--- src/rtl/sqd_pkg.sv ---
// ---------------------------------------------------------------------------
// sqd_pkg
// Shared sizes and types of the shortest queue dispatcher.
// ---------------------------------------------------------------------------
package sqd_pkg;

  localparam int MAX_LINES    = 8;
  localparam int LINE_SLOTS   = 16;
  localparam int LINE_W       = $clog2(MAX_LINES);
  localparam int PTR_W        = $clog2(LINE_SLOTS);
  localparam int OCC_W        = $clog2(LINE_SLOTS + 1);

  localparam logic [1:0] REG_ACTIVE_LINES  = 2'd0;
  localparam logic [1:0] REG_LINE_CAPACITY = 2'd1;
  localparam logic [1:0] REG_CLOSE_MINUTE  = 2'd2;

  typedef struct packed {
    logic [3:0]       active_lines;
    logic [OCC_W-1:0] eff_cap;
    logic [9:0]       close_minute;
  } sqd_cfg_t;

  typedef struct packed {
    logic              rel;
    logic [10:0]       rel_t;
    logic              place;
    logic [LINE_W-1:0] place_sel;
    logic [10:0]       place_fin;
  } sqd_cmd_t;

  typedef struct packed {
    logic              pick_vld;
    logic [OCC_W-1:0]  pick_free;
    logic [LINE_W-1:0] pick_sel;
    logic [10:0]       pick_start;
    logic              adv_vld;
    logic [10:0]       adv_t;
    logic              rel_any;
  } sqd_scan_t;

endpackage

--- src/rtl/sqd_cell.sv ---
// ---------------------------------------------------------------------------
// sqd_cell
// One service line: its queue of finish times, occupancy and last finish,
// plus one step of the pick, advance and release scans along the row.
// ---------------------------------------------------------------------------
module sqd_cell (
  input  logic                        clk,
  input  logic                        rst_n,
  input  logic [sqd_pkg::LINE_W-1:0]  line_id,
  input  sqd_pkg::sqd_cfg_t           cfg,
  input  sqd_pkg::sqd_cmd_t           cmd,
  input  sqd_pkg::sqd_scan_t          scan_in,
  output sqd_pkg::sqd_scan_t          scan_out
);

  logic [10:0]                fifo_r [sqd_pkg::LINE_SLOTS];
  logic [10:0]                last_r, last_nxt;
  logic [sqd_pkg::OCC_W-1:0]  occ_r, occ_nxt;
  logic [sqd_pkg::PTR_W-1:0]  head_r, head_nxt;
  logic [sqd_pkg::PTR_W-1:0]  tail_r, tail_nxt;
  logic [10:0]                head_val;
  logic [sqd_pkg::OCC_W-1:0]  free_slots;
  logic                       is_active, is_open, pop, push, pick_take, adv_take;

  assign head_val   = fifo_r[head_r];
  assign is_active  = ({{(6-sqd_pkg::LINE_W){1'b0}}, line_id} < {2'b00, cfg.active_lines});
  assign is_open    = (last_r < {1'b0, cfg.close_minute});
  assign free_slots = (cfg.eff_cap > occ_r) ? cfg.eff_cap - occ_r : '0;
  assign pop        = cmd.rel && (occ_r != '0) && (head_val == cmd.rel_t);
  assign push       = cmd.place && (cmd.place_sel == line_id);
  assign pick_take  = is_active && is_open && (free_slots > scan_in.pick_free);
  assign adv_take   = (occ_r != '0) && (head_val < {1'b0, cfg.close_minute}) &&
                      (!scan_in.adv_vld || (head_val < scan_in.adv_t));

  always_comb begin
    scan_out = scan_in;
    if (pick_take) begin
      scan_out.pick_vld   = 1'b1;
      scan_out.pick_free  = free_slots;
      scan_out.pick_sel   = line_id;
      scan_out.pick_start = last_r;
    end
    if (adv_take) begin
      scan_out.adv_vld = 1'b1;
      scan_out.adv_t   = head_val;
    end
    scan_out.rel_any = scan_in.rel_any | pop;
  end

  always_comb begin
    last_nxt = last_r;
    occ_nxt  = occ_r;
    head_nxt = head_r;
    tail_nxt = tail_r;
    if (pop) begin
      head_nxt = head_r + 1'b1;
      occ_nxt  = occ_r - 1'b1;
    end else if (push) begin
      tail_nxt = tail_r + 1'b1;
      occ_nxt  = occ_r + 1'b1;
      last_nxt = cmd.place_fin;
    end
  end

  always_ff @(posedge clk) begin
    if (!rst_n) begin
      last_r <= '0;
      occ_r  <= '0;
      head_r <= '0;
      tail_r <= '0;
    end else begin
      last_r <= last_nxt;
      occ_r  <= occ_nxt;
      head_r <= head_nxt;
      tail_r <= tail_nxt;
    end
  end

  always_ff @(posedge clk) begin
    if (push) begin
      fifo_r[tail_r] <= cmd.place_fin;
    end
  end

endmodule

--- src/rtl/shortest_queue_dispatcher_top.sv ---
// ---------------------------------------------------------------------------
// shortest_queue_dispatcher_top
// Join-the-shortest-queue dispatcher over a row of service line cells.
// ---------------------------------------------------------------------------
// Each input word carries one job's service time; each output word tells
// whether the job was served, the line it joined and its start and finish.
// Input: in_tdata[9:0] service_minutes. Output: out_tuser served, out_tdata
// line_index, start_minute, finish_minute, finish_hour, finish_min_of_hour.
// One job is handled at a time. Acceptance moves the job into the pick state;
// if no line takes it, each clock advance goes through the release state,
// which pops the head jobs finishing at the new minute from all lines at once
// until none is popped, then returns to the pick state. If no line takes it
// and no advance is left, the job is turned away. The hour split is made in
// the divide and output states; a new job is taken once the output state ends.
// The row of cells is scanned combinationally.
// A finished word waits in the output register while the receiver stalls; the
// next job is accepted meanwhile but its result waits for that register.
// Reset empties all lines and loads 1 line, capacity 1 and closing at 540.
// Configuration is written through cfg_we, cfg_index and cfg_data.
// ---------------------------------------------------------------------------
module shortest_queue_dispatcher_top (
  input  logic        clk,
  input  logic        rst_n,
  input  logic        cfg_we,
  input  logic [1:0]  cfg_index,
  input  logic [9:0]  cfg_data,
  input  logic        in_tvalid,
  output logic        in_tready,
  input  logic [15:0] in_tdata,   // [9:0] service_minutes
  output logic        out_tvalid,
  input  logic        out_tready,
  output logic        out_tuser,  // [0] served
  output logic [39:0] out_tdata   // line_index, start_minute, finish_minute,
                                  // finish_hour, finish_min_of_hour
);

  typedef enum logic [2:0] {S_IDLE, S_PICK, S_REL, S_DIV, S_OUT} state_t;

  state_t                     state_r;
  logic [3:0]                 active_r;
  logic [4:0]                 cap_r;
  logic [9:0]                 close_r;
  logic [9:0]                 svc_r;
  logic [10:0]                t_r;
  logic                       served_r;
  logic [sqd_pkg::LINE_W-1:0] sel_r;
  logic [9:0]                 start_r;
  logic [10:0]                fin_r;
  logic [5:0]                 q_r;
  logic                       out_valid_r;
  logic                       out_served_r;
  logic [39:0]                out_data_r;

  sqd_pkg::sqd_cfg_t          cfg;
  sqd_pkg::sqd_cmd_t          cmd;
  sqd_pkg::sqd_scan_t         chain [sqd_pkg::MAX_LINES+1];
  sqd_pkg::sqd_scan_t         res;
  logic [6:0]                 cap_ext;
  logic [10:0]                fin_now;
  logic [22:0]                q_prod;
  logic [11:0]                rem;
  logic                       in_fire;

  assign in_tready = (state_r == S_IDLE);
  assign in_fire   = in_tvalid && in_tready;

  assign cap_ext = {2'b00, cap_r};
  assign cfg.active_lines = active_r;
  assign cfg.eff_cap = (cap_ext > 7'(sqd_pkg::LINE_SLOTS)) ?
                       sqd_pkg::OCC_W'(sqd_pkg::LINE_SLOTS) : sqd_pkg::OCC_W'(cap_ext);
  assign cfg.close_minute = close_r;

  assign chain[0] = '0;
  assign res      = chain[sqd_pkg::MAX_LINES];
  assign fin_now  = res.pick_start + {1'b0, svc_r};

  assign cmd.rel       = (state_r == S_REL);
  assign cmd.rel_t     = t_r;
  assign cmd.place     = (state_r == S_PICK) && res.pick_vld;
  assign cmd.place_sel = res.pick_sel;
  assign cmd.place_fin = fin_now;

  genvar g;
  generate
    for (g = 0; g < sqd_pkg::MAX_LINES; g++) begin : g_cell
      sqd_cell u_cell (
        .clk     (clk),
        .rst_n   (rst_n),
        .line_id (sqd_pkg::LINE_W'(g)),
        .cfg     (cfg),
        .cmd     (cmd),
        .scan_in (chain[g]),
        .scan_out(chain[g+1])
      );
    end
  endgenerate

  assign q_prod = 23'(fin_r) * 23'd2185;
  assign rem    = {1'b0, fin_r} - ({q_r, 6'b0} - {4'b0, q_r, 2'b0});

  always_ff @(posedge clk) begin
    if (!rst_n) begin
      active_r <= 4'd1;
      cap_r    <= 5'd1;
      close_r  <= 10'd540;
    end else if (cfg_we) begin
      unique case (cfg_index)
        sqd_pkg::REG_ACTIVE_LINES:  active_r <= cfg_data[3:0];
        sqd_pkg::REG_LINE_CAPACITY: cap_r    <= cfg_data[4:0];
        sqd_pkg::REG_CLOSE_MINUTE:  close_r  <= cfg_data;
        default: ;
      endcase
    end
  end

  always_ff @(posedge clk) begin
    if (!rst_n) begin
      state_r     <= S_IDLE;
      out_valid_r <= 1'b0;
    end else begin
      if (out_valid_r && out_tready && (state_r != S_OUT)) begin
        out_valid_r <= 1'b0;
      end
      unique case (state_r)
        S_IDLE: begin
          if (in_fire) begin
            svc_r   <= in_tdata[9:0];
            state_r <= S_PICK;
          end
        end
        S_PICK: begin
          if (res.pick_vld) begin
            served_r <= 1'b1;
            sel_r    <= res.pick_sel;
            start_r  <= res.pick_start[9:0];
            fin_r    <= fin_now;
            state_r  <= S_DIV;
          end else if (res.adv_vld) begin
            t_r     <= res.adv_t;
            state_r <= S_REL;
          end else begin
            served_r <= 1'b0;
            sel_r    <= '0;
            start_r  <= '0;
            fin_r    <= '0;
            state_r  <= S_DIV;
          end
        end
        S_REL: begin
          if (!res.rel_any) begin
            state_r <= S_PICK;
          end
        end
        S_DIV: begin
          q_r     <= q_prod[22:17];
          state_r <= S_OUT;
        end
        S_OUT: begin
          if (!out_valid_r || out_tready) begin
            out_valid_r  <= 1'b1;
            out_served_r <= served_r;
            if (served_r) begin
              out_data_r <= {4'b0, rem[5:0], q_r + 6'd8, fin_r, start_r, 3'(sel_r)};
            end else begin
              out_data_r <= '0;
            end
            state_r <= S_IDLE;
          end
        end
        default: state_r <= S_IDLE;
      endcase
    end
  end

  assign out_tvalid = out_valid_r;
  assign out_tuser  = out_served_r;
  assign out_tdata  = out_data_r;

  a_turned_zero: assert property (@(posedge clk) disable iff (!rst_n)
    (out_tvalid && !out_tuser) |-> (out_tdata == '0))
    else $error("turned-away word carries data");

  a_min_range: assert property (@(posedge clk) disable iff (!rst_n)
    out_tvalid |-> (out_tdata[35:30] < 6'd60))
    else $error("minute of hour out of range");

  a_accept_pick: assert property (@(posedge clk) disable iff (!rst_n)
    in_fire |=> (state_r == S_PICK))
    else $error("accepted job not scanned");

  a_pick_free: assert property (@(posedge clk) disable iff (!rst_n)
    ((state_r == S_PICK) && res.pick_vld) |-> (res.pick_free != '0))
    else $error("job placed on a full line");

endmodule

--- config.mk ---
export PLATFORM = sky130hd
export DESIGN_NAME = shortest_queue_dispatcher_top
export DESIGN_NICKNAME = d
export VERILOG_FILES = /design/src/rtl/sqd_pkg.sv /design/src/rtl/sqd_cell.sv /design/src/rtl/shortest_queue_dispatcher_top.sv
export SDC_FILE = /design/constraint.sdc
export NUM_CORES = 2
export LEC_CHECK = 0
export BUFFER_PORTS_ARGS = -buffer_cell sky130_fd_sc_hd__buf_2
export CAP_MARGIN = 10
export CORE_MARGIN = 8
export CORE_UTILIZATION = 41
export DETAILED_ROUTE_END_ITERATION = 10
export PLACE_DENSITY = 0.66
export SETUP_SLACK_MARGIN = 0.4
export SLEW_MARGIN = 20
export SYNTH_ARGS = -nofsm -noshare
export SYNTH_HDL_FRONTEND = slang
export SYNTH_SLANG_ARGS = --single-unit
--- constraint.sdc ---
create_clock -name clk -period 20.1 [get_ports clk]
set_clock_uncertainty 0.15 [all_clocks]
set_input_delay 1.005 -clock clk [delete_from_list [all_inputs] [get_ports clk]]
set_output_delay 1.005 -clock clk [all_outputs]
set_load 0.005 [all_outputs]
==> results.md <==
- Summing the areas of all fa, ha and maj instances in the mapped netlist gives under 10% of the synthesized area.
- The width of the die is 456.7 µm.
- Sequential elements use 62.58% of the synthesized area.
- Across the VDD grid, the largest voltage drop is 0.0004477 V.
- The share of cell area taken by muxes after synthesis is 14.17%.
- The post-detailed-route via-to-cell ratio is roughly 5.7.
- The wire length per cell after detailed routing is 24.09 µm.
- Counting along the longest clock path gives a buffer depth of 3.
- The CTS buffer count is 175.
- The dominant combinational cell family by area after synthesis is multiplexers.
- The synthesized area divided by synthesized cell count is approximately 16 µm².
- For this run, the leading register cell type out of synthesis is sky130_fd_sc_hd__edfxtp_1.
- Entering global routing, the biggest net connects 137 pins.
- The startpoint class of the critical path is a flip-flop.
- For this run, the top clock speed supported by timing is 0.05358 GHz.
- The number of hold violations in the final report came to 0.
- The clock sink total is 1742.
- The Yosys warning count is 0.
- STA puts the critical path data arrival time at 19.06 ns.
- The power density relative to cell area is 152.8 nW/µm².
- The final-layout setup total negative slack is 0 ns.
- After synthesis, the cell types taking the most area are sky130_fd_sc_hd__edfxtp_1, sky130_fd_sc_hd__mux4_2, sky130_fd_sc_hd__ha_1.
- The synthesized-area fraction occupied by xor and xnor cells is 2.100%.
- Broken down by cell family, the worst path's largest delay share belongs to compound AO/OA/AOI/OAI gates.
- In the synthesized netlist the async set-or-reset flop fraction comes to 0%.
- Global routing used 29.34% of the available met2 tracks.
- The class of the tightest hold or removal check is input pin to flip-flop.
- Summed over all layers, the global routing overflow is 0.
- After synthesis, the netlist uses around 90 different library cells.
- The max-capacitance violation count is 0.
- The initialized floorplan defines 161 standard-cell rows.
- The area growth from synthesis to layout is 12.69%.
- Of the post-synthesis cell area, the dominant cell type holds 56.37%.
- In this run the tool buffered the top-level ports with 65 buffer cells.
- The total of flip-flops plus latches after synthesis is approximately 1700.
- Summing the areas of all compound-gate instances in the mapped netlist gives 5.725% of the synthesized area.
- The half-perimeter wire length after placement is 123.1 mm.
- Summing all flip-flop and latch instances after layout gives 49860 µm².
- The clock insertion delay at the later pin of the skew report is 0.83 ns.
- The count of flip-flops with a built-in enable after synthesis is 1495.
- The initial antenna violation count is 5.
- The number of global-route vias before repair is 45180.
- The routed design could run at a clock period as short as 18.66 ns.
- The clock-pin slew on the worst setup and hold paths is 0.06 ns.
- For this block, the initial DRC count from the detailed router was between 3000 and 4000.
- The post-route netlist has 20.13% of its cells at a drive strength greater than 1.
- The initial core utilization is 41.31%.
- The overall power after layout is 0.01372 W.
- Setup repair after global routing left no endpoint under its margin.
- The area of the mapped netlist is 79640 µm².
- The global-route wire length before repair is slightly below 300 mm.
- The final critical-path share of the clock period is 92.85%.
- The most congested layer reported by global routing is met2.
- In this run the clock root is driven by a sky130_fd_sc_hd__clkbuf_16.
- The met3 track demand over resource in global routing is 2.755%.
- For the pin with the worst max-slew slack, the measured transition is 1.136 ns.
- The synthesized netlist devotes 6.078% of its cell area to simple gates.
- The combined buffer and inverter count along the critical path is 8.
- The final count of negative-setup-slack endpoints is 0.
- STA classifies the critical path endpoint as a flip-flop.
- The worst pin sits at a relative slew slack of a little under a quarter.
- The die area is 208600 µm².
- The congestion estimate from routability-driven global placement came to 0.8745.
- The data required time at the worst endpoint is 20.50 ns.
- The via count is 44930.
- The core region area is between 150000 and 200000 µm².
- The flow ran to the end, and the final reports show no timing, DRC or antenna violations.
- The instance count of the mapped netlist is 5083.
- The leakage power of the design is 30.42 nW.
- In this run the count of I/O pins placed on the die edge is between 70 and 80.
- The H-tree depth is 4.
- The total detailed-routing wirelength is approximately 190 mm.
- The first detailed-routing pass ran for 8 iterations.
- In this run the remaining antenna-violating nets after routing total 0.
- The TritonCTS clock tree is yes.
- Global routing used 17.93% of the available tracks.
- The top fanout value on the critical path is 29.
- On the worst path, the slowest cell contributes a delay of 0.66 ns.
- The library cell with the largest summed area after synthesis is sky130_fd_sc_hd__edfxtp_1.
- In the routed design, unresolved DRC markers number 0.
- The die is roughly 460 µm tall.
- Counting the fill cells in the layout gives about 16000.
- In the final layout, the multi-input gates occupy between 20000 and 30000 µm².
- The worst setup path is of the flip-flop to flip-flop kind.
- The final number of max-transition violations is 0.
- The cell repeated most along the worst path is sky130_fd_sc_hd__a21o_1.
- The met1 capacity usage during global routing is 24.77%.
- The largest individual stage delay along the critical path comes from the cell sky130_fd_sc_hd__o41a_2.
- After the last flow step, the layout net total stands at 5740.
[state kept, by name (all words and copies together) (netlist names), 10 cells and up, named ones only]
register / flops
g_cell.u_cell.fifo_r: 1408
fin_r: 11
g_cell.u_cell.last_r: 88
g_cell.u_cell.tail_r: 32
g_cell.u_cell.occ_r: 40
g_cell.u_cell.head_r: 32
close_r: 10
svc_r: 10
start_r: 10
out_tdata: 34
t_r: 11
[cell usage in the layout, fill, tap and decap left out, types with 39 or more instances in the layout]
cell	count
sky130_fd_sc_hd__xnor2_1	133
sky130_fd_sc_hd__xor2_1	51
sky130_fd_sc_hd__clkbuf_1	39
sky130_fd_sc_hd__a21o_1	143
sky130_fd_sc_hd__a21oi_1	207
sky130_fd_sc_hd__buf_2	65
sky130_fd_sc_hd__nor2_1	265
sky130_fd_sc_hd__mux4_2	430
sky130_fd_sc_hd__nand4_1	61
sky130_fd_sc_hd__and2_1	67
sky130_fd_sc_hd__nor3_1	57
sky130_fd_sc_hd__nand3_1	55
sky130_fd_sc_hd__ha_1	409
sky130_fd_sc_hd__nor2b_1	42
sky130_fd_sc_hd__inv_1	217
sky130_fd_sc_hd__o21ai_0	86
sky130_fd_sc_hd__dfxtp_1	231
sky130_fd_sc_hd__edfxtp_1	1495
sky130_fd_sc_hd__mux2i_1	86
sky130_fd_sc_hd__a211oi_1	54
sky130_fd_sc_hd__and3_1	48
sky130_fd_sc_hd__nand2_1	268
sky130_fd_sc_hd__clkbuf_16	178
sky130_fd_sc_hd__buf_4	153
[where the power goes]
| group | switching (W) | internal [W] |
|---|---|---|
| sequential | 0.0000656 | 0.00606 |
| combinational | 0.00330 | 0.00106 |
| clock | 0.00141 | 0.00183 |
| total | 0.00477 | 0.00895 |
[layout make-up]
type / instances / area share, %
Antenna cell: 2 / 0.005576
Clock buffer: 225 / 5.249
Clock inverter: 103 / 1.150
Inverter: 221 / 0.9410
Multi-Input combinational cell: 2902 / 31.71
Sequential cell: 1742 / 55.56
Tap cell: 2526 / 3.521
Timing Repair Buffer: 228 / 1.865
[Yosys cell counts, types with 51 or more instances]
master	instances
sky130_fd_sc_hd__nand3_1	55
sky130_fd_sc_hd__ha_1	410
sky130_fd_sc_hd__a211oi_1	54
sky130_fd_sc_hd__and2_1	67
sky130_fd_sc_hd__a21o_1	144
sky130_fd_sc_hd__nor3_1	62
sky130_fd_sc_hd__nand4_1	61
sky130_fd_sc_hd__mux4_2	430
sky130_fd_sc_hd__clkbuf_1	136
sky130_fd_sc_hd__o21ai_0	86
sky130_fd_sc_hd__a21oi_1	208
sky130_fd_sc_hd__mux2i_1	90
sky130_fd_sc_hd__nor2_1	298
sky130_fd_sc_hd__buf_1	59
sky130_fd_sc_hd__edfxtp_1	1495
sky130_fd_sc_hd__xor2_1	51
sky130_fd_sc_hd__dfxtp_1	247
sky130_fd_sc_hd__xnor2_1	140
sky130_fd_sc_hd__inv_1	220
sky130_fd_sc_hd__nand2_1	268
[routing by layer]
metal,wire length [µm],vias up
li1,-,20130
met2,91500,1365
met1,83110,23130
met5,0,-
met4,5467,0
met3,11390,315
[stage by stage]
| step | hold slack, ns | worst slack (ns) | std cells | cell area [µm²] | util, % |
|---|---|---|---|---|---|
| floorplan | 0.2653 | 1.079 | 5093 | 79730 | - |
| global placement | 0.2909 | 0.9761 | 7608 | 83770 | 43.45 |
| detailed placement | 0.2940 | 0.8790 | 7608 | 83790 | 43.46 |
| CTS | 0.1287 | 0.8063 | 7936 | 89530 | 46.44 |
| global route | 0.1725 | 0.3943 | 7948 | 89750 | 46.55 |
| finish | 0.2059 | 1.438 | 7949 | 89750 | 46.56 |
[worst paths after layout]
check	from	endpoint	slack, ns	cells after the start
max reg2reg	flip-flop	t_r[5]$_DFFE_PP_	1.44	81
min reg2reg	close_r[1]$_SDFFE_PN0P_	close_r[1]$_SDFFE_PN0P_	0.31	2
max	flip-flop	t_r[5]$_DFFE_PP_	1.44	81
min	in_tdata[5]	svc_r[5]$_DFFE_PP_	0.21	1
[kinds of logic after synthesis]
logic type / Yosys count
AOI/OAI and AO/OA: 681
xor gates and xnor gates: 191
adders and majority gates: 437
buffers and inverters: 449
DFF: 1742
muxes: 570
other: 2
and+or+nand+nor: 1011
[timing repair]
item / in CTS / in global routing
setup endpoints to repair: 0 / 271
resized for setup: 0 / 16
hold buffers: 0 / 0
setup buffers: 0 / 11
Note: power is estimated with default switching activity, not from simulation.
